[src/design/scpc_pkg.sv]
// ----------------------------------------------------------------------------
// scpc_pkg
// Shared types and constants of the step cadence pace classifier: pace and
// status codes, configuration register indexes and fixed arithmetic limits.
// ----------------------------------------------------------------------------
package scpc_pkg;

    // Pace codes
    typedef enum logic [1:0] {
        PACE_STAND = 2'd0,
        PACE_WALK  = 2'd1,
        PACE_RUN   = 2'd2
    } pace_t;

    // Result status codes
    typedef enum logic [2:0] {
        ST_FIRST      = 3'd0,
        ST_SHORT      = 3'd1,
        ST_LONG_GAP   = 3'd2,
        ST_SLOW       = 3'd3,
        ST_WAIT       = 3'd4,
        ST_CLASSIFIED = 3'd5,
        ST_TIMEOUT    = 3'd6,
        ST_IDLE       = 3'd7
    } status_t;

    // Sequencer states
    typedef enum logic [2:0] {
        S_IDLE,
        S_EVAL,
        S_DIV_SPM,
        S_CHECK,
        S_MEAN,
        S_DIV_AVG,
        S_DIV_RUN,
        S_OUT
    } seq_state_t;

    // Configuration register indexes
    localparam logic [2:0] CFG_MIN_STEP      = 3'd0;
    localparam logic [2:0] CFG_MAX_TRACKED   = 3'd1;
    localparam logic [2:0] CFG_WALK_SPM_MIN  = 3'd2;
    localparam logic [2:0] CFG_WALK_CONFIRM  = 3'd3;
    localparam logic [2:0] CFG_RUN_SPM_MIN   = 3'd4;
    localparam logic [2:0] CFG_RUN_CONFIRM   = 3'd5;
    localparam logic [2:0] CFG_STAND_TIMEOUT = 3'd6;

    // Milliseconds per minute, numerator of every rate divide
    localparam logic [15:0] SPM_SCALE = 16'd60000;
    // Candidate counters stop here
    localparam logic [7:0]  CNT_MAX   = 8'd255;

endpackage

[src/design/scpc_req_if.sv]
// ----------------------------------------------------------------------------
// scpc_req_if
// Request channel: one step event or idle timeout check with its timestamp.
// ----------------------------------------------------------------------------
interface scpc_req_if;

    logic        valid;
    logic        ready;
    logic        operation;
    logic [31:0] time_ms;

    modport source (output valid, output operation, output time_ms, input ready);
    modport sink   (input valid, input operation, input time_ms, output ready);

endinterface

[src/design/scpc_rsp_if.sv]
// ----------------------------------------------------------------------------
// scpc_rsp_if
// Result channel: pace classification and diagnostics for one request.
// ----------------------------------------------------------------------------
interface scpc_rsp_if;

    logic        valid;
    logic        ready;
    logic [1:0]  stable_pace;
    logic [1:0]  current_pace;
    logic [2:0]  status;
    logic [15:0] avg_interval_ms;
    logic [15:0] instant_spm;

    modport source (
        output valid, output stable_pace, output current_pace, output status,
        output avg_interval_ms, output instant_spm, input ready
    );
    modport sink (
        input valid, input stable_pace, input current_pace, input status,
        input avg_interval_ms, input instant_spm, output ready
    );

endinterface

[src/design/step_cadence_pace_classifier.sv]
// ----------------------------------------------------------------------------
// step_cadence_pace_classifier
// Classifies gait from timestamped step events and idle checks, keeping a
// ring of recent step intervals and a running sum for the mean.
// ----------------------------------------------------------------------------
//  channel | dir | handshake     | payload
//  --------+-----+---------------+-------------------------------------------
//  req     | in  | valid/ready   | operation, time_ms
//  rsp     | out | valid/ready   | stable_pace, current_pace, status,
//          |     |               | avg_interval_ms, instant_spm
//  cfg     | in  | cfg_we only   | cfg_index, cfg_data
//
//  A request that ends early (idle check, first step, short, long gap) goes
//  from the evaluate state straight to the output state; a full
//  classification runs rate, mean and average-rate divides one after another
//  on the shared serial divider, which is SW = 16 + clog2(WINDOW) bits wide.
//  req.ready is high only while the sequencer is idle; a result waiting on
//  rsp does not block the next request until its own result is due.
//  Reset clears all control state and restores the register defaults; no
//  clearing pass is needed since the ring is qualified by its fill count.
// ----------------------------------------------------------------------------
module step_cadence_pace_classifier
    import scpc_pkg::*;
#(
    parameter int unsigned WINDOW = 8
) (
    input  logic        clk,
    input  logic        rst_n,
    scpc_req_if.sink    req,
    scpc_rsp_if.source  rsp,
    input  logic        cfg_we,
    input  logic [2:0]  cfg_index,
    input  logic [31:0] cfg_data
);

    localparam int unsigned HW = (WINDOW > 1) ? $clog2(WINDOW) : 1;
    localparam int unsigned FW = $clog2(WINDOW + 1);
    localparam int unsigned SW = 16 + $clog2(WINDOW);

    // Configuration registers
    logic [15:0] cfg_min_step_reg;
    logic [15:0] cfg_max_tracked_reg;
    logic [15:0] cfg_walk_spm_min_reg;
    logic [7:0]  cfg_walk_confirm_reg;
    logic [15:0] cfg_run_spm_min_reg;
    logic [7:0]  cfg_run_confirm_reg;
    logic [31:0] cfg_timeout_reg;

    // Sequencer and tracking state
    seq_state_t  state_reg, state_next;
    logic        op_reg, op_next;
    logic [31:0] now_reg, now_next;
    logic [31:0] iv_reg, iv_next;
    logic [31:0] last_reg, last_next;
    logic [HW-1:0] head_reg, head_next;
    logic [FW-1:0] fill_reg, fill_next;
    logic [SW-1:0] sum_reg, sum_next;
    logic [7:0]  wc_reg, wc_next;
    logic [7:0]  rc_reg, rc_next;
    pace_t       raw_reg, raw_next;
    pace_t       conf_reg, conf_next;
    logic [15:0] inst_reg, inst_next;
    status_t     res_status_reg, res_status_next;
    logic [15:0] res_spm_reg, res_spm_next;
    logic [15:0] res_avg_reg, res_avg_next;

    // Output register
    logic        rsp_valid_reg, rsp_valid_next;
    pace_t       out_stable_reg, out_stable_next;
    pace_t       out_current_reg, out_current_next;
    status_t     out_status_reg, out_status_next;
    logic [15:0] out_avg_reg, out_avg_next;
    logic [15:0] out_spm_reg, out_spm_next;

    // Interval ring
    logic [15:0] ring_mem [WINDOW];
    logic [15:0] rd_reg;
    logic        ring_we;
    logic [SW-1:0] old_iv;
    logic [7:0]  wc_inc;
    logic [7:0]  rc_inc;

    // Shared divider
    logic          div_start;
    logic [SW-1:0] div_dividend;
    logic [15:0]   div_divisor;
    logic          div_done;
    logic [SW-1:0] div_quot;

    scpc_div #(
        .DW (SW)
    ) u_scpc_div (
        .clk      (clk),
        .rst_n    (rst_n),
        .start    (div_start),
        .dividend (div_dividend),
        .divisor  (div_divisor),
        .done     (div_done),
        .quotient (div_quot)
    );

    // Write configuration registers
    always_ff @(posedge clk or negedge rst_n)
    begin
        if (!rst_n)
        begin
            cfg_min_step_reg     <= 16'd200;
            cfg_max_tracked_reg  <= 16'd2000;
            cfg_walk_spm_min_reg <= 16'd50;
            cfg_walk_confirm_reg <= 8'd4;
            cfg_run_spm_min_reg  <= 16'd140;
            cfg_run_confirm_reg  <= 8'd3;
            cfg_timeout_reg      <= 32'd2000;
        end
        else if (cfg_we)
        begin
            unique case (cfg_index)
                CFG_MIN_STEP:      cfg_min_step_reg     <= cfg_data[15:0];
                CFG_MAX_TRACKED:   cfg_max_tracked_reg  <= cfg_data[15:0];
                CFG_WALK_SPM_MIN:  cfg_walk_spm_min_reg <= cfg_data[15:0];
                CFG_WALK_CONFIRM:  cfg_walk_confirm_reg <= cfg_data[7:0];
                CFG_RUN_SPM_MIN:   cfg_run_spm_min_reg  <= cfg_data[15:0];
                CFG_RUN_CONFIRM:   cfg_run_confirm_reg  <= cfg_data[7:0];
                CFG_STAND_TIMEOUT: cfg_timeout_reg      <= cfg_data;
                default:           ;
            endcase
        end
    end

    // Oldest entry drops out of the sum only once the ring is full
    assign old_iv = (fill_reg == FW'(WINDOW)) ? SW'(rd_reg) : '0;
    assign wc_inc = (wc_reg == CNT_MAX) ? wc_reg : wc_reg + 8'd1;
    assign rc_inc = (rc_reg == CNT_MAX) ? rc_reg : rc_reg + 8'd1;

    // Sequencer: next state, tracking updates and divider requests
    always_comb
    begin
        state_next       = state_reg;
        op_next          = op_reg;
        now_next         = now_reg;
        iv_next          = iv_reg;
        last_next        = last_reg;
        head_next        = head_reg;
        fill_next        = fill_reg;
        sum_next         = sum_reg;
        wc_next          = wc_reg;
        rc_next          = rc_reg;
        raw_next         = raw_reg;
        conf_next        = conf_reg;
        inst_next        = inst_reg;
        res_status_next  = res_status_reg;
        res_spm_next     = res_spm_reg;
        res_avg_next     = res_avg_reg;
        rsp_valid_next   = rsp_valid_reg;
        out_stable_next  = out_stable_reg;
        out_current_next = out_current_reg;
        out_status_next  = out_status_reg;
        out_avg_next     = out_avg_reg;
        out_spm_next     = out_spm_reg;
        ring_we          = 1'b0;
        div_start        = 1'b0;
        div_dividend     = SW'(SPM_SCALE);
        div_divisor      = iv_reg[15:0];

        // Drop the held result once taken
        if (rsp_valid_reg && rsp.ready)
        begin
            rsp_valid_next = 1'b0;
        end

        unique case (state_reg)
            S_IDLE:
            begin
                if (req.valid)
                begin
                    op_next    = req.operation;
                    now_next   = req.time_ms;
                    iv_next    = req.time_ms - last_reg;
                    state_next = S_EVAL;
                end
            end

            S_EVAL:
            begin
                res_spm_next = '0;
                res_avg_next = '0;
                state_next   = S_OUT;
                priority if (op_reg)
                begin
                    res_status_next = ST_IDLE;
                    if ((last_reg != '0) && (iv_reg > cfg_timeout_reg))
                    begin
                        head_next       = '0;
                        fill_next       = '0;
                        sum_next        = '0;
                        last_next       = '0;
                        wc_next         = '0;
                        rc_next         = '0;
                        raw_next        = PACE_STAND;
                        conf_next       = PACE_STAND;
                        res_status_next = ST_TIMEOUT;
                    end
                end
                else if (last_reg == '0)
                begin
                    last_next       = now_reg;
                    head_next       = '0;
                    fill_next       = '0;
                    sum_next        = '0;
                    wc_next         = 8'd1;
                    rc_next         = '0;
                    raw_next        = PACE_STAND;
                    conf_next       = PACE_STAND;
                    res_status_next = ST_FIRST;
                end
                else if (iv_reg < {16'd0, cfg_min_step_reg})
                begin
                    res_status_next = ST_SHORT;
                end
                else
                begin
                    last_next = now_reg;
                    priority if (iv_reg > {16'd0, cfg_max_tracked_reg})
                    begin
                        head_next       = '0;
                        fill_next       = '0;
                        sum_next        = '0;
                        wc_next         = 8'd1;
                        rc_next         = '0;
                        raw_next        = PACE_STAND;
                        conf_next       = PACE_STAND;
                        res_status_next = ST_LONG_GAP;
                    end
                    else if (iv_reg[15:0] == 16'd0)
                    begin
                        // Zero interval saturates the rate
                        inst_next  = SPM_SCALE;
                        state_next = S_CHECK;
                    end
                    else
                    begin
                        div_start  = 1'b1;
                        state_next = S_DIV_SPM;
                    end
                end
            end

            S_DIV_SPM:
            begin
                if (div_done)
                begin
                    inst_next  = div_quot[15:0];
                    state_next = S_CHECK;
                end
            end

            S_CHECK:
            begin
                res_spm_next = inst_reg;
                if (inst_reg < cfg_walk_spm_min_reg)
                begin
                    head_next       = '0;
                    fill_next       = '0;
                    sum_next        = '0;
                    wc_next         = 8'd1;
                    rc_next         = '0;
                    raw_next        = PACE_STAND;
                    conf_next       = PACE_STAND;
                    res_status_next = ST_SLOW;
                    state_next      = S_OUT;
                end
                else
                begin
                    // Push the interval and advance the ring
                    ring_we   = 1'b1;
                    sum_next  = sum_reg - old_iv + SW'(iv_reg[15:0]);
                    head_next = (head_reg == HW'(WINDOW - 1)) ? '0 : head_reg + HW'(1);
                    if (fill_reg != FW'(WINDOW))
                    begin
                        fill_next = fill_reg + FW'(1);
                    end
                    wc_next = wc_inc;
                    if (wc_inc < cfg_walk_confirm_reg)
                    begin
                        raw_next        = PACE_STAND;
                        conf_next       = PACE_STAND;
                        res_status_next = ST_WAIT;
                        state_next      = S_OUT;
                    end
                    else
                    begin
                        state_next = S_MEAN;
                    end
                end
            end

            S_MEAN:
            begin
                div_start    = 1'b1;
                div_dividend = sum_reg;
                div_divisor  = 16'(fill_reg);
                state_next   = S_DIV_AVG;
            end

            S_DIV_AVG:
            begin
                if (div_done)
                begin
                    res_avg_next    = div_quot[15:0];
                    res_status_next = ST_CLASSIFIED;
                    if (div_quot[15:0] == 16'd0)
                    begin
                        raw_next   = PACE_WALK;
                        conf_next  = PACE_WALK;
                        state_next = S_OUT;
                    end
                    else
                    begin
                        div_start   = 1'b1;
                        div_divisor = div_quot[15:0];
                        state_next  = S_DIV_RUN;
                    end
                end
            end

            S_DIV_RUN:
            begin
                if (div_done)
                begin
                    state_next = S_OUT;
                    if (div_quot >= SW'(cfg_run_spm_min_reg))
                    begin
                        raw_next  = PACE_RUN;
                        rc_next   = rc_inc;
                        conf_next = (rc_inc >= cfg_run_confirm_reg) ? PACE_RUN : PACE_WALK;
                    end
                    else
                    begin
                        rc_next   = '0;
                        raw_next  = PACE_WALK;
                        conf_next = PACE_WALK;
                    end
                end
            end

            S_OUT:
            begin
                // Load the result once the output register is free
                if (!rsp_valid_reg || rsp.ready)
                begin
                    rsp_valid_next   = 1'b1;
                    out_stable_next  = conf_reg;
                    out_current_next = raw_reg;
                    out_status_next  = res_status_reg;
                    out_avg_next     = res_avg_reg;
                    out_spm_next     = res_spm_reg;
                    state_next       = S_IDLE;
                end
            end

            default:
            begin
                state_next = S_IDLE;
            end
        endcase
    end

    // Control state
    always_ff @(posedge clk or negedge rst_n)
    begin
        if (!rst_n)
        begin
            state_reg     <= S_IDLE;
            last_reg      <= '0;
            head_reg      <= '0;
            fill_reg      <= '0;
            sum_reg       <= '0;
            wc_reg        <= '0;
            rc_reg        <= '0;
            raw_reg       <= PACE_STAND;
            conf_reg      <= PACE_STAND;
            rsp_valid_reg <= 1'b0;
        end
        else
        begin
            state_reg     <= state_next;
            last_reg      <= last_next;
            head_reg      <= head_next;
            fill_reg      <= fill_next;
            sum_reg       <= sum_next;
            wc_reg        <= wc_next;
            rc_reg        <= rc_next;
            raw_reg       <= raw_next;
            conf_reg      <= conf_next;
            rsp_valid_reg <= rsp_valid_next;
        end
    end

    // Payload registers
    always_ff @(posedge clk)
    begin
        op_reg          <= op_next;
        now_reg         <= now_next;
        iv_reg          <= iv_next;
        inst_reg        <= inst_next;
        res_status_reg  <= res_status_next;
        res_spm_reg     <= res_spm_next;
        res_avg_reg     <= res_avg_next;
        out_stable_reg  <= out_stable_next;
        out_current_reg <= out_current_next;
        out_status_reg  <= out_status_next;
        out_avg_reg     <= out_avg_next;
        out_spm_reg     <= out_spm_next;
    end

    // Ring memory: write at head, registered read of the entry at head
    always_ff @(posedge clk)
    begin
        if (ring_we)
        begin
            ring_mem[head_reg] <= iv_reg[15:0];
        end
        rd_reg <= ring_mem[head_reg];
    end

    assign req.ready           = (state_reg == S_IDLE);
    assign rsp.valid           = rsp_valid_reg;
    assign rsp.stable_pace     = out_stable_reg;
    assign rsp.current_pace    = out_current_reg;
    assign rsp.status          = out_status_reg;
    assign rsp.avg_interval_ms = out_avg_reg;
    assign rsp.instant_spm     = out_spm_reg;

endmodule

[src/design/scpc_div.sv]
// ----------------------------------------------------------------------------
// scpc_div
// Shared restoring divider: one quotient bit per cycle, DW quotient bits per
// divide, done pulses for one cycle when the quotient is ready. Divisor must be
// nonzero.
// ----------------------------------------------------------------------------
module scpc_div #(
    parameter int unsigned DW = 19
) (
    input  logic          clk,
    input  logic          rst_n,
    input  logic          start,
    input  logic [DW-1:0] dividend,
    input  logic [15:0]   divisor,
    output logic          done,
    output logic [DW-1:0] quotient
);

    localparam int unsigned CW = $clog2(DW + 1);

    logic          busy_reg, busy_next;
    logic          done_reg, done_next;
    logic [CW-1:0] cnt_reg, cnt_next;
    logic [DW-1:0] dvd_reg, dvd_next;
    logic [15:0]   dsr_reg, dsr_next;
    logic [15:0]   rem_reg, rem_next;
    logic [16:0]   shifted;
    logic [16:0]   diff;
    logic          ge;

    // Trial subtract of the divisor from the shifted remainder
    assign shifted = {rem_reg, dvd_reg[DW-1]};
    assign ge      = shifted >= {1'b0, dsr_reg};
    assign diff    = shifted - {1'b0, dsr_reg};

    always_comb
    begin
        busy_next = busy_reg;
        done_next = 1'b0;
        cnt_next  = cnt_reg;
        dvd_next  = dvd_reg;
        dsr_next  = dsr_reg;
        rem_next  = rem_reg;
        if (start)
        begin
            busy_next = 1'b1;
            cnt_next  = CW'(DW);
            dvd_next  = dividend;
            dsr_next  = divisor;
            rem_next  = '0;
        end
        else if (busy_reg)
        begin
            rem_next = ge ? diff[15:0] : shifted[15:0];
            dvd_next = {dvd_reg[DW-2:0], ge};
            cnt_next = cnt_reg - CW'(1);
            if (cnt_reg == CW'(1))
            begin
                busy_next = 1'b0;
                done_next = 1'b1;
            end
        end
    end

    // Control state
    always_ff @(posedge clk or negedge rst_n)
    begin
        if (!rst_n)
        begin
            busy_reg <= 1'b0;
            done_reg <= 1'b0;
            cnt_reg  <= '0;
        end
        else
        begin
            busy_reg <= busy_next;
            done_reg <= done_next;
            cnt_reg  <= cnt_next;
        end
    end

    // Datapath
    always_ff @(posedge clk)
    begin
        dvd_reg <= dvd_next;
        dsr_reg <= dsr_next;
        rem_reg <= rem_next;
    end

    assign done     = done_reg;
    assign quotient = dvd_reg;

endmodule

[src/flat_wrapper.sv]
// flat-port wrapper written by rule: the top's interface ports become plain ports
module step_cadence_pace_classifier_flat import scpc_pkg::*;
#(
    parameter int unsigned WINDOW = 8
)
  (clk, rst_n, cfg_we, cfg_index, cfg_data, req_valid, req_operation, req_time_ms, req_ready, rsp_valid, rsp_stable_pace, rsp_current_pace, rsp_status, rsp_avg_interval_ms, rsp_instant_spm, rsp_ready);
  scpc_req_if req_i ();
  scpc_rsp_if rsp_i ();
  input  logic clk;
  input  logic rst_n;
  input  logic cfg_we;
  input  logic [2:0] cfg_index;
  input  logic [31:0] cfg_data;
  input wire logic [$bits(req_i.valid)-1:0] req_valid;
  input wire logic [$bits(req_i.operation)-1:0] req_operation;
  input wire logic [$bits(req_i.time_ms)-1:0] req_time_ms;
  output wire logic [$bits(req_i.ready)-1:0] req_ready;
  output wire logic [$bits(rsp_i.valid)-1:0] rsp_valid;
  output wire logic [$bits(rsp_i.stable_pace)-1:0] rsp_stable_pace;
  output wire logic [$bits(rsp_i.current_pace)-1:0] rsp_current_pace;
  output wire logic [$bits(rsp_i.status)-1:0] rsp_status;
  output wire logic [$bits(rsp_i.avg_interval_ms)-1:0] rsp_avg_interval_ms;
  output wire logic [$bits(rsp_i.instant_spm)-1:0] rsp_instant_spm;
  input wire logic [$bits(rsp_i.ready)-1:0] rsp_ready;
  assign req_i.valid = req_valid;
  assign req_i.operation = req_operation;
  assign req_i.time_ms = req_time_ms;
  assign req_ready = req_i.ready;
  assign rsp_valid = rsp_i.valid;
  assign rsp_stable_pace = rsp_i.stable_pace;
  assign rsp_current_pace = rsp_i.current_pace;
  assign rsp_status = rsp_i.status;
  assign rsp_avg_interval_ms = rsp_i.avg_interval_ms;
  assign rsp_instant_spm = rsp_i.instant_spm;
  assign rsp_i.ready = rsp_ready;
  step_cadence_pace_classifier #(.WINDOW(WINDOW)) u_core (.clk(clk), .rst_n(rst_n), .req(req_i), .rsp(rsp_i), .cfg_we(cfg_we), .cfg_index(cfg_index), .cfg_data(cfg_data));
endmodule
[config.mk]
export PLATFORM = sky130hd
export DESIGN_NAME = step_cadence_pace_classifier_flat
export DESIGN_NICKNAME = d
export VERILOG_FILES = /design/src/design/scpc_pkg.sv /design/src/design/scpc_req_if.sv /design/src/design/scpc_rsp_if.sv /design/src/design/step_cadence_pace_classifier.sv /design/src/design/scpc_div.sv /design/src/flat_wrapper.sv
export SDC_FILE = /design/constraint.sdc
export NUM_CORES = 1
export LEC_CHECK = 0
export BUFFER_PORTS_ARGS = -buffer_cell sky130_fd_sc_hd__buf_2
export CORE_ASPECT_RATIO = 0.7
export CORE_MARGIN = 4
export CORE_UTILIZATION = 35
export CTS_CLUSTER_SIZE = 16
export DETAILED_ROUTE_END_ITERATION = 8
export PLACE_DENSITY = 0.56
export SYNTH_ARGS = -nofsm -noshare
export SYNTH_HDL_FRONTEND = slang
export SYNTH_SLANG_ARGS = --single-unit
[constraint.sdc]
create_clock -name clk -period 4.4 [get_ports clk]
set_input_delay 0.88 -clock clk [delete_from_list [all_inputs] [get_ports clk]]
set_output_delay 0.88 -clock clk [all_outputs]
set_load 0.005 [all_outputs]
; ---- After elaboration in Yosys (flattened, before gate mapping)
; Memories as Yosys holds them, arrays and structs flattened. A register that Yosys moved wholly into a read port is not among the register bits.
; Cells that the tools add are included.
[classes]
eq_ne = 39
n_lt_le_gt_ge = 8
addsub = 9
reduce_logical = 35
n_mux = 123
[ops]
columns = cell, n
row1 = 19-bit 2-to-1 mux, 9
row2 = 16-bit 2-to-1 mux, 10
row3 = 32-bit 2-to-1 mux, 4
row4 = 16-bit case mux with 2 select lines, 4
row5 = 8-bit 2-to-1 mux, 15
row6 = 3-bit 2-to-1 mux, 24
row7 = 19-bit case mux with 2 select lines, 1
row8 = 32-bit by 16-bit greater-than comparator with 1-bit output, 1
row9 = 32-bit greater-than comparator, 1
row10 = 16-bit logical NOT, 2
row11 = 32-bit logical NOT, 1
row12 = 32-bit by 16-bit less-than comparator with 1-bit output, 1
row13 = 32-bit nonzero test, 1
row14 = 32-bit subtractor, 1
row15 = 2-bit 2-to-1 mux, 15
row16 = 4-bit 2-to-1 mux, 7
row17 = "3-bit == test, second input constant", 8
row18 = 3-bit case mux with 8 select lines, 1
row19 = 8-bit case mux with 3 select lines, 1
row20 = 1-bit 2-to-1 mux, 23
row21 = 2-bit AND reduction, 10
row22 = 19-bit by 16-bit adder with 19-bit output, 1
row23 = 19-bit by 16-bit >= comparator with 1-bit output, 1
row24 = 19-bit subtractor, 1
row25 = 42 further kinds, 71
[totals]
memories = 1
inputBits = 73
word_cells = 250
reg_bits = 407
ramBits = 128
output_inout_bits = 41
[mem_list]
columns = name, words, width, read_ports, rd_clocked_by_memory_dff, write_ports, line
row1 = u_core.ring_mem, 8, 16, 1, 1, 1, step_cadence_pace_classifier.sv:76  ; logic [15:0] ring_mem [WINDOW];

; ---- Depth between registers and ports, before layout
; Gate-level depths: netlist of the first run.
[logic_depth]
word_depth = 8
mapped_depth = 19
depth_no_buf = 19

; ---- Modules after synthesis
; Synthesis of the first run repeated with hierarchy kept, for this count alone.
[unflattened]
hier_cells = 2357
area_unflattened_um2 = 27451.3
[by_module_without_submodules]
columns = module, area_each_um2, instances, cells_per_inst, seq_area_each_um2
row1 = step_cadence_pace_classifier, 24234.5, 1, 2067, 13703.1
row2 = scpc_div, 3216.8, 1, 290, 1546.5

; ---- Worst setup path after synthesis of the first run
; Ideal clock, no wire load.
[synth_path]
path_type = register -> register
start = reg u_core.fill_reg[0]
end = reg u_core.sum_reg[18]
stages_incl_launch_ff = 19
arrival_ns = 3.727
period_less_slack_ns = 3.851
n_path_buf = 1
setup_slack_ns = 0.549
setup_time_ns = 0.124
t_required_ns = 4.276
path_cell_list = dfrtp_1 -> inv_1 -> ha_1 -> nand2_1 -> nor2_1 -> clkbuf_1 -> and2_1 -> fa_1 -> inv_1 -> ha_1 -> a21o_1 -> a21o_1 -> a21o_1 -> or3_1 -> o211ai_1 -> a31oi_1 -> xnor2_1 -> and3_1 -> a211o_1
[synth_between]
elab_chain_cells = 6
[synth_lines]
columns = element, line
row1 = "start, declared", step_cadence_pace_classifier.sv:56  ; logic [FW-1:0] fill_reg, fill_next;
row2 = "start signal, assigned", step_cadence_pace_classifier.sv:389  ; fill_reg <= fill_next;
row3 = 4-bit == test, step_cadence_pace_classifier.sv:131  ; assign old_iv = (fill_reg == FW'(WINDOW)) ? SW'(rd_reg) : '0;
row4 = 16-bit 2-to-1 mux, step_cadence_pace_classifier.sv:131
row5 = 19-bit subtractor, step_cadence_pace_classifier.sv:276  ; sum_next = sum_reg - old_iv + SW'(iv_reg[15:0]);
row6 = 19-bit by 16-bit adder with 19-bit output, step_cadence_pace_classifier.sv:276
row7 = 19-bit 2-to-1 mux, step_cadence_pace_classifier.sv:260  ; if (inst_reg < cfg_walk_spm_min_reg)
row8 = 19-bit case mux with 2 select lines, step_cadence_pace_classifier.sv:171  ; unique case (state_reg)
row9 = "end signal, assigned", step_cadence_pace_classifier.sv:390  ; sum_reg <= sum_next;
row10 = "end, declared", step_cadence_pace_classifier.sv:57  ; logic [SW-1:0] sum_reg, sum_next;
; Every way passes these cells.
; A chain may end at the register's enable or synchronous reset.

; ---- Worst setup path after layout of the first run
; Same ends and word-level chain as after synthesis.

==> results.ini, run 1 <==
[clock_tree]
clock_sinks=551
cts_resized=0
cts_made_buffers=59
cts_tree=built
clk_pin_slew_ns=0.07
hold_buffers=0
cts_max_path_buffers=3
insertion_delay_ns=0.61
cts_setup_buffers=0
htree_levels=2
root_buffer=clkbuf_16

[worst_setup_path]
worst_path_max_delay_cell=dfrtp_1
r2r_start=u_core.fill_reg[0]
r2r_setup_slack_ns=0.44
regToRegEndpoint=u_core.sum_reg[18]
cp_common_cell=a21o_1
criticalPathCategory=register to register
required_ns=4.88
worstSetupStartpointType=register
cpLargestDelayFamily=compound AO/OA/AOI/OAI gates
cp.buffers_inverters=2
worst-r2r-cell-count=17
critPathArrivalTime_ns=4.44
crit_fanout=8
cp-end-kind=register
max_stage_delay_ns=0.42
worstPathCellList=inv_1 > ha_1 > nand2_1 > nor2_2 > and2_1 > fa_1 > inv_1 > ha_1 > a21o_1 > a21o_1 > a21o_1 > or3_1 > o211ai_1 > a31oi_1 > xnor2_1 > and3_1 > a211o_1

[die]
core_region_area_mm2=0.07711
die_area_mm2=0.08253
die_w_um=341.7
ios=114
std_cell_rows=85
start_util_pct=35.38
die_h_um=241.6

[hold_path]
holdPathStages=0
hp-class=register to register
hold_end=u_core.rsp.avg_interval_ms[1]
min_from=u_core.res_avg_reg[1]

[drt]
dr.pass1.iters=5
wirelength_mm=69.91
drtAntennaViolNets=0
routed-via-count=18540
via_per_inst=5.181
drc=0
drt_iter0_markers=1539
wire_per_inst_um=19.53

[timing]
timing.hold.ws_ns=0.4157
slew_headroom_pct=23.11
fin_crit_ns=3.955
fmax_ghz=0.2528
tns_ns=0
skew_ns=0.02773
tightest_slew_ns=1.151
hold_viol_final=0
grt_setup_unrepaired=false
finalCritPeriodShare_pct=89.89
drv_slew=0
setup_viol=0

[yosys]
ys_warn_count=0
synth_area_mm2=0.02728
synth.area.top_cells=edfxtp_1 35%, dfrtp_1 16%, ha_1 8.4%
avgSynthCellArea_um2=11.71
synth_nets=2604
synth_largest_area_cell=edfxtp_1
async_reset_ff_share_pct=36.48
netlist_instances=2330
synth-edff-count=318
synth_top_area_share_pct=35.01
yosysUniqueCellTypes=89
synth_ff_type=edfxtp_1
ys_seq_elements=551
synth_seq_area_share_pct=55.91

[grt]
first_global_vias=18980
track_usage_pct=16.74
antenna_found_initial=0
grt_max_degree=110
overflow=0
grt_first_pass_wirelength_mm=109.2

[place]
io_buffers=113
place_area_mm2=0.02943
hpwlAfterDp_mm=49.57
dp.cells=3468
routabilityCongestion=0.8693

[cells_and_area]
largest_reg_flops=128
final_cells=3579
fin_area_mm2=0.03157
layout_commonest_cell=edfxtp_1
fillers=7269
drive_gt1_share_pct=15.38
top_register=u_core.ring_mem
synthToLayoutAreaGrowth_pct=15.73
antenna_cells=0
final_nets=2759
fin_util_pct=40.94
layout_common_cells=318 x edfxtp_1, 256 x inv_1, 183 x ha_1

[power_and_ir_drop]
p_leak_nw=13.22
ir_drop_uv=316.5
power.density_mw_per_mm2=645.9

[flow_run]
drv_cap=0

[outcome]
status=complete, no violations

[layout make-up]
type / count / area, um^2 / share of cell area (%)
clock buffer: 79 / 1654 / 5.240
inverter: 257 / 964.7 / 3.056
clock inverter: 32 / 483.0 / 1.530
timing repair buffer: 174 / 1070 / 3.389
sequential: 551 / 15250 / 48.31
tap: 1044 / 1306 / 4.138
multi-input combinational: 1442 / 10840 / 34.34
[synth_stat cells (8+ instances only)]
master and count:
a211oi_1 17, nor4_1 25, and3_1 67, dfxtp_1 32, nand4_1 49, mux2_1 9, clkbuf_1 71, a31oi_1 9
dfstp_2 24, a21oi_1 63, nand3_1 17, nor2b_1 20, o21a_1 18, fa_1 18, o211ai_1 9, or3_1 19
ha_1 183, and2_1 27, xor2_1 14, edfxtp_1 318, nand2b_1 54, nor3_1 36, a21o_1 47, xnor2_1 51
a22oi_1 70, mux2i_1 44, inv_1 256, o21ai_0 114, o21ai_1 13, dfrtp_1 177, a22o_1 35, mux2_2 58
o31ai_1 13, nand2_1 150, a2bb2oi_1 8, nor2_1 85
[worst reg2reg max path, cell delays in order (launching register included)]
cell	delay, ns
dfrtp_1	0.42
inv_1	0.09
ha_1	0.15
nand2_1	0.06
nor2_2	0.24
and2_1	0.22
fa_1	0.42
inv_1	0.08
ha_1	0.30
a21o_1	0.22
a21o_1	0.20
a21o_1	0.19
or3_1	0.34
o211ai_1	0.21
a31oi_1	0.13
xnor2_1	0.16
and3_1	0.19
a211o_1	0.23
[logic make-up (layout without fill, tap and decap cells)]
logic type,count (synthesis),count (layout),share of synthesized area (%)
xor+xnor,65,65,2.087
buf+inv,337,542,4.679
flops,551,551,55.91
fa+ha+maj,201,201,9.716
simple gates,587,587,11.29
compound gates,478,478,11.94
mux,111,111,4.381
[layer usage]
| metal | routed length [um] | up-vias | track usage [%] |
|---|---|---|---|
| li1 | - | 8768 | - |
| met1 | 32800 | 9193 | 23.75 |
| met2 | 31610 | 477 | 26.63 |
| met3 | 3888 | 106 | 2.927 |
| met4 | 1612 | 0 | 4.221 |
| met5 | 0 | - | 0 |
[worst max path at each step]
| stage | slack (ns) | cells past startpoint | from | endpoint |
|---|---|---|---|---|
| 2_1_floorplan | 0.55 | 18 | u_core.fill_reg[0] | u_core.sum_reg[18] |
| 3_3_place_gp | 0.35 | 17 | u_core.fill_reg[0] | u_core.sum_reg[17] |
| 3_5_place_dp | 0.36 | 17 | u_core.fill_reg[0] | u_core.sum_reg[17] |
| 4_1_cts | 0.36 | 17 | u_core.fill_reg[0] | u_core.sum_reg[17] |
| 5_1_grt | 0.09 | 17 | u_core.fill_reg[0] | u_core.sum_reg[12] |
| 6_report | 0.44 | 17 | u_core.fill_reg[0] | u_core.sum_reg[18] |
[stage by stage]
stage | setup WS, ns | power (mW)
after floorplan | 0.5492 | 12.68
after global placement | 0.3493 | 14.78
after detailed placement | 0.3633 | 14.97
after CTS | 0.3566 | 20.52
after global routing | 0.09393 | 21.74
final | 0.4448 | 20.39
[power by group]
part | leakage (nW) | internal [mW] | switching (mW)
Combinational | 6.51 | 3.07 | 4.19
Sequential | 5.68 | 6.91 | 0.777
Clock | 1.02 | 3.34 | 2.10
No activity file was read; power rests on OpenSTA's default activity.
==> run 2, diff against run 1 <==
--- a/config.mk
+++ b/config.mk
@@ -5,13 +5,14 @@
 export SDC_FILE = /design/constraint.sdc
 export NUM_CORES = 1
 export LEC_CHECK = 0
+export ABC_AREA = 1
 export BUFFER_PORTS_ARGS = -buffer_cell sky130_fd_sc_hd__buf_2
 export CORE_ASPECT_RATIO = 0.7
 export CORE_MARGIN = 4
-export CORE_UTILIZATION = 35
+export CORE_UTILIZATION = 30
 export CTS_CLUSTER_SIZE = 16
 export DETAILED_ROUTE_END_ITERATION = 8
-export PLACE_DENSITY = 0.56
+export PLACE_DENSITY = 0.51
 export SYNTH_ARGS = -nofsm -noshare
 export SYNTH_HDL_FRONTEND = slang
 export SYNTH_SLANG_ARGS = --single-unit
==> run 2 against run 1 <==
Global-route usage fell by 1.3 points. Worst hold slack worse by 0.095 ns. Non-clock buffer count decreased by 30. Largest cell class unchanged. First-iteration DRC count increased by 12%. Clock-buffer cell count shrank 10. Clock skew down 0.0032 ns. Flip-flop and latch count did not move. Design area is 2.2% higher. Cell count rose by 21%. Synthesized cell count rose by 25%.
==> results.ini, run 2 <==
[outcome]
status=complete, no violations

[yosys]
synth_area_mm2=0.02825
synth-edff-count=318
ys_seq_elements=551
avgSynthCellArea_um2=9.709
netlist_instances=2910
synth_seq_area_share_pct=53.97
synthMuxAreaShare_pct=0
synthXorXnorAreaFrac_pct=1.891
synth.area.top_cells=edfxtp_1 34%, dfrtp_1 16%, nand2_1 8.3%
synth_simple_gate_area_share_pct=16.16
synth_nets=3184
synth_largest_area_cell=edfxtp_1
synth_commonest_cells=627 x nand2_1, 435 x inv_1, 318 x edfxtp_1
synth.most_common_cell=nand2_1
synth_top_family_by_area=simple AND/OR/NAND/NOR gates
yosysUniqueCellTypes=62
synth_top_area_share_pct=33.80
synth-compound-area-share_pct=11.26
synthAdderAreaFrac_pct=9.379
ys_warn_count=0
async_reset_ff_share_pct=36.48
synth_ff_type=edfxtp_1

[clock_tree]
clk_pin_slew_ns=0.07
cts_made_buffers=59
clock_sinks=551
hold_buffers=0
cts_setup_buffers=0
cts_max_path_buffers=3
htree_levels=2
root_buffer=clkbuf_16
cts_tree=built
insertion_delay_ns=0.63

[timing]
fmax_ghz=0.2743
finalCritPeriodShare_pct=82.85
grt_setup_unrepaired=false
tns_ns=0
skew_ns=0.02457
tightest_slew_ns=1.067
drv_slew=0
slew_headroom_pct=28.69
hold_viol_final=0
setup_viol=0
fin_crit_ns=3.645

[place]
io_buffers=113
routabilityCongestion=0.8821
dp.cells=4221
place_area_mm2=0.03032
hpwlAfterDp_mm=55.65

[drt]
wire_per_inst_um=17.82
drt_iter0_markers=1721
drc=0
dr.pass1.iters=5
wirelength_mm=77.21
routed-via-count=20290
via_per_inst=4.682
drtAntennaViolNets=0

[flow_run]
drv_cap=0

[power_and_ir_drop]
ir_drop_uv=286.9
power.density_mw_per_mm2=633.6
p_leak_nw=14.04

[die]
die_h_um=264.8
die_area_mm2=0.09924
core_region_area_mm2=0.09274
start_util_pct=30.47
ios=114
std_cell_rows=93
die_w_um=374.8

[cells_and_area]
top_register=u_core.ring_mem
fin_area_mm2=0.03227
synthToLayoutAreaGrowth_pct=14.21
final_nets=3321
layout_commonest_cell=nand2_1
final_cells=4333
antenna_cells=0
largest_reg_flops=128
drive_gt1_share_pct=12.07
fillers=9439
layout_common_cells=626 x nand2_1, 435 x inv_1, 318 x edfxtp_1

[hold_path]
hp-class=input port to asynchronous set/reset pin

[worst_setup_path]
cp-end-kind=register
worstPathCellList=inv_1 > ha_1 > nand3_2 > nor2_1 > fa_1 > inv_1 > ha_1 > a21oi_1 > o21ai_0 > a21oi_1 > o21ai_1 > a21oi_1 > xor2_1 > o21ai_0
cp.buffers_inverters=2
worst_path_max_delay_cell=fa_1
criticalPathCategory=register to register
max_stage_delay_ns=0.45
cpLargestDelayFamily=compound AO/OA/AOI/OAI gates
crit_fanout=20
critPathArrivalTime_ns=4.13
cp_common_cell=a21oi_1
required_ns=4.88
worstSetupStartpointType=register

[grt]
antenna_found_initial=2
track_usage_pct=15.39
grt_first_pass_wirelength_mm=119.3
grt_max_degree=99
overflow=0
first_global_vias=19710

==> run 2: cell types whose count changed in the layout (fill, tap and decap cells not counted), sizes merged, moves of 98 or more <==
cell	before	now
nor2	86	234
inv	259	451
nand2	151	637
o21ai	127	227
a21oi	63	161
==> run 2: cell type report <==
class / count / area [um^2] / share of cell area [%]
flip-flops and latches: 551 / 15250 / 47.26
well taps: 1235 / 1545 / 4.789
clock buffers: 69 / 1524 / 4.723
multi-input cells: 1846 / 11030 / 34.17
inverters: 445 / 1670 / 5.176
repair buffers: 144 / 833.3 / 2.582
clock inverters: 43 / 419.2 / 1.299
==> run 2: worst register-to-register path, cell delays in order, from the launching register on <==
cell and delay, ns:
dfrtp_1 0.42, inv_1 0.11, ha_1 0.16, nand3_2 0.41, nor2_1 0.32, fa_1 0.45, inv_1 0.07, ha_1 0.27
a21oi_1 0.19, o21ai_0 0.16, a21oi_1 0.32, o21ai_1 0.20, a21oi_1 0.20, xor2_1 0.16, o21ai_0 0.08
==> run 2: metrics by stage <==
| stage | total power [mW] | setup slack (ns) | hold WS (ns) | util (%) |
|---|---|---|---|---|
| after floorplan | 13.06 | 0.2963 | 0.4003 | - |
| after global placement | 15.42 | 0.6244 | 0.4063 | 32.69 |
| after global routing | 21.94 | 0.3540 | 0.3597 | 34.79 |
| final | 20.44 | 0.7548 | 0.3208 | 34.79 |
| after CTS | 20.58 | 0.4868 | 0.3180 | 34.79 |
| after detailed placement | 15.42 | 0.5117 | 0.4070 | 32.69 |
==> run 2: path summary, 6_finish.rpt <==
kind | start | endpoint | slack, ns | depth (start not counted)
min in group clk | u_core.res_avg_reg[5] | u_core.rsp.avg_interval_ms[5] | 0.42 | 0
max reg2reg | u_core.fill_reg[1] | u_core.sum_reg[14] | 0.75 | 14
min reg2reg | u_core.res_avg_reg[5] | u_core.rsp.avg_interval_ms[5] | 0.42 | 0
max in group asynchronous | rst_n | u_core.cfg_timeout_reg[8] | 3.19 | 2
min | rst_n | u_core.rc_reg[4] | 0.32 | 1
max | u_core.fill_reg[1] | u_core.sum_reg[14] | 0.75 | 14
==> run 2: power breakdown <==
group | leakage, nW | internal (mW) | total, mW | switching (mW)
Sequential | 5.70 | 7.03 | 7.81 | 0.778
Clock | 0.941 | 2.90 | 5.06 | 2.16
Combinational | 7.40 | 2.56 | 7.58 | 5.02
==> run 2: kinds of logic (layout without fill, tap and decap cells) <==
family	count (synthesis)	count (layout)
simple gates	1069	1069
flops	551	551
compound gates	515	515
buf+inv	513	701
fa+ha+maj	201	201
xor+xnor	61	61
==> run 2: timing repair <==
item                                    4_1_cts  5_1_grt
resized for setup                             0        1
endpoints found under the hold margin         0        0
endpoints found under the setup margin        0        1
==> run 2: per-layer routing <==
layer / GRT usage [%] / routed length (um) / part of all wire [%] / up-vias
li1: - / - / - / 10020
met1: 24.03 / 39830 / 52 / 9636
met2: 22.12 / 31270 / 41 / 535
met3: 2.580 / 4720 / 6.1 / 94
met4: 3.308 / 1381 / 1.8 / 0
met5: 0 / 0 / 0 / -
==> run 3, diff against run 2 <==
==> constraint.sdc (replaced) <==
create_clock -name clk -period 3.5 [get_ports clk]
set_input_delay 0.7 -clock clk [delete_from_list [all_inputs] [get_ports clk]]
set_output_delay 0.7 -clock clk [all_outputs]
set_load 0.005 [all_outputs]
==> run 3 against run 2 <==
Fmax increased by 13%. Die area stayed put. Non-clock buffer count rose by 35. Total power grew 26%. First-iteration DRC count grew 1.3%. Design area grew 1.0%. Via count rose by 1.3%. Critical path depth rose by 1. Clock skew rose by 0.019 ns. Clock power grew 24%. Clock-buffer cell count decreased by 1. Cell count is 0.78% higher. Critical endpoint is now u_core.sum_reg[13]. Largest power group unchanged.
==> results.ini, run 3 (synthesized netlist as in run 2, its figures left out) <==
[outcome]
status=complete, no violations

[cells_and_area]
layout_common_cells=626 x nand2_1, 434 x inv_1, 318 x edfxtp_1
fillers=9437
multiInputGateArea_mm2=0.01103
largest_reg_flops=128
top_register=u_core.ring_mem
final_nets=3355
fin_area_mm2=0.03260
final_cells=4367
synthToLayoutAreaGrowth_pct=15.39
regArea_mm2=0.01525
drive_gt1_share_pct=13.41
fin_util_pct=35.16
layout_commonest_cell=nand2_1

[grt]
grt_max_degree=107
antenna_found_initial=3
grt_first_pass_wirelength_mm=119.9
track_usage_pct=15.50
overflow=0
first_global_vias=19640

[timing]
fin_crit_ns=3.221
tightest_slew_ns=1.021
fmax_ghz=0.3105
slew_headroom_pct=31.72
drv_slew=0
tns_ns=0
skew_ns=0.04382
timing.hold.ws_ns=0.06451
hold_viol_final=0
setup_viol=0
finalCritPeriodShare_pct=92.03

[drt]
drt_iter0_markers=1744
dr.pass1.iters=7
routed-via-count=20560
drc=0
wirelength_mm=77.21
via_per_inst=4.708
routed-wl-met3_mm=4.323
routed.top_layer=met4
wire_per_inst_um=17.68
dr_wl_met2_mm=31.84
drtAntennaViolNets=0
m1WireLength_mm=39.66

[place]
routabilityCongestion=0.8908
place_area_mm2=0.03064
dp.cells=4256
hpwlAfterDp_mm=56.21
io_buffers=113

[power_and_ir_drop]
p_leak_nw=14.21
ir_drop_uv=408.3
power.density_mw_per_mm2=788.8

[clock_tree]
insertion_delay_ns=0.65
hold_buffers=0
clock_sinks=551
htree_levels=2
root_buffer=clkbuf_16
clk_pin_slew_ns=0.07
cts_max_path_buffers=3
cts_made_buffers=58
cts_tree=built

[worst_setup_path]
crit_fanout=8
worst_path_max_delay_cell=fa_1
cp-end-kind=register
worstPathCellList=inv_1 > ha_1 > nand3_2 > nor2_1 > fa_1 > inv_1 > ha_1 > a21o_1 > nand3_1 > nand2_1 > a21oi_1 > o21ai_2 > a21oi_1 > xor2_1 > o21ai_0
cpLargestDelayFamily=adder cells
worstSetupStartpointType=register
cp.buffers_inverters=2
criticalPathCategory=register to register
max_stage_delay_ns=0.48
required_ns=3.99
critPathArrivalTime_ns=3.71

[die]
die_area_mm2=0.09924
ios=114
die_w_um=374.8
start_util_pct=30.47
std_cell_rows=93
core_region_area_mm2=0.09274
die_h_um=264.8

[flow_run]
drv_cap=0

[hold_path]
hp-class=input port to asynchronous set/reset pin

==> run 3: cell types whose count changed in the layout (fill, tap and decap cells not counted), sizes merged <==
cell / delta
inv: -3
clkinvlp: +4
clkbuf: -1
buf: +35
diode: +1
bufinv: -2
==> run 3: worst reg2reg max path: cells and delay by family (launching register included) <==
kind	cells	cell delay, ns
compound gates	5	0.95
flops	1	0.39
fa+ha+maj	3	1.03
xor+xnor	1	0.16
buf+inv	2	0.13
simple gates	4	0.41
==> run 3: metrics by stage <==
| stage | power (mW) | setup slack, ns |
|---|---|---|
| final | 25.72 | 0.2790 |
| after global routing | 27.71 | -0.0005200 |
| after CTS | 25.91 | 0.07294 |
| after detailed placement | 19.46 | 0.1139 |
| after global placement | 19.44 | 0.1898 |
| after floorplan | 16.42 | -0.1592 |
==> run 3: what timing repair did <==
action / in CTS / in global routing
resized for setup: 0 / 7
setup endpoints to repair: 0 / 9
setup buffers: 0 / 0
==> run 3: area by class of cell <==
type	instances	area share, %
repair buffers	179	3.565
clock buffers	68	4.693
clock inverters	42	1.263
flip-flops and latches	551	46.77
inverters	445	5.123
multi-input cells	1846	33.84
well taps	1235	4.739
diodes	1	0.007675
==> run 3: worst paths after layout <==
path | startpoint | to | slack (ns) | cells past startpoint
max | u_core.fill_reg[0] | u_core.sum_reg[13] | 0.28 | 15
min | rst_n | u_core.rc_reg[1] | 0.06 | 2
max reg2reg | u_core.fill_reg[0] | u_core.sum_reg[13] | 0.28 | 15
min reg2reg | u_core.res_spm_reg[8] | u_core.rsp.instant_spm[8] | 0.42 | 0
max in group asynchronous | rst_n | u_core.head_reg[1] | 2.80 | 2
min in group clk | req_time_ms[22] | u_core.now_reg[22] | 0.26 | 1
==> run 3: power breakdown <==
| group | switching (mW) | internal, mW | total, mW |
|---|---|---|---|
| Combinational | 6.33 | 3.37 | 9.70 |
| Clock | 2.76 | 3.53 | 6.29 |
| Sequential | 0.902 | 8.82 | 9.73 |
==> run 3: layer usage <==
metal,vias to the layer above,global-route usage (%)
met5,-,0
met2,516,22.44
li1,10080,-
met4,0,3.529
met1,9888,24.17
met3,80,2.295
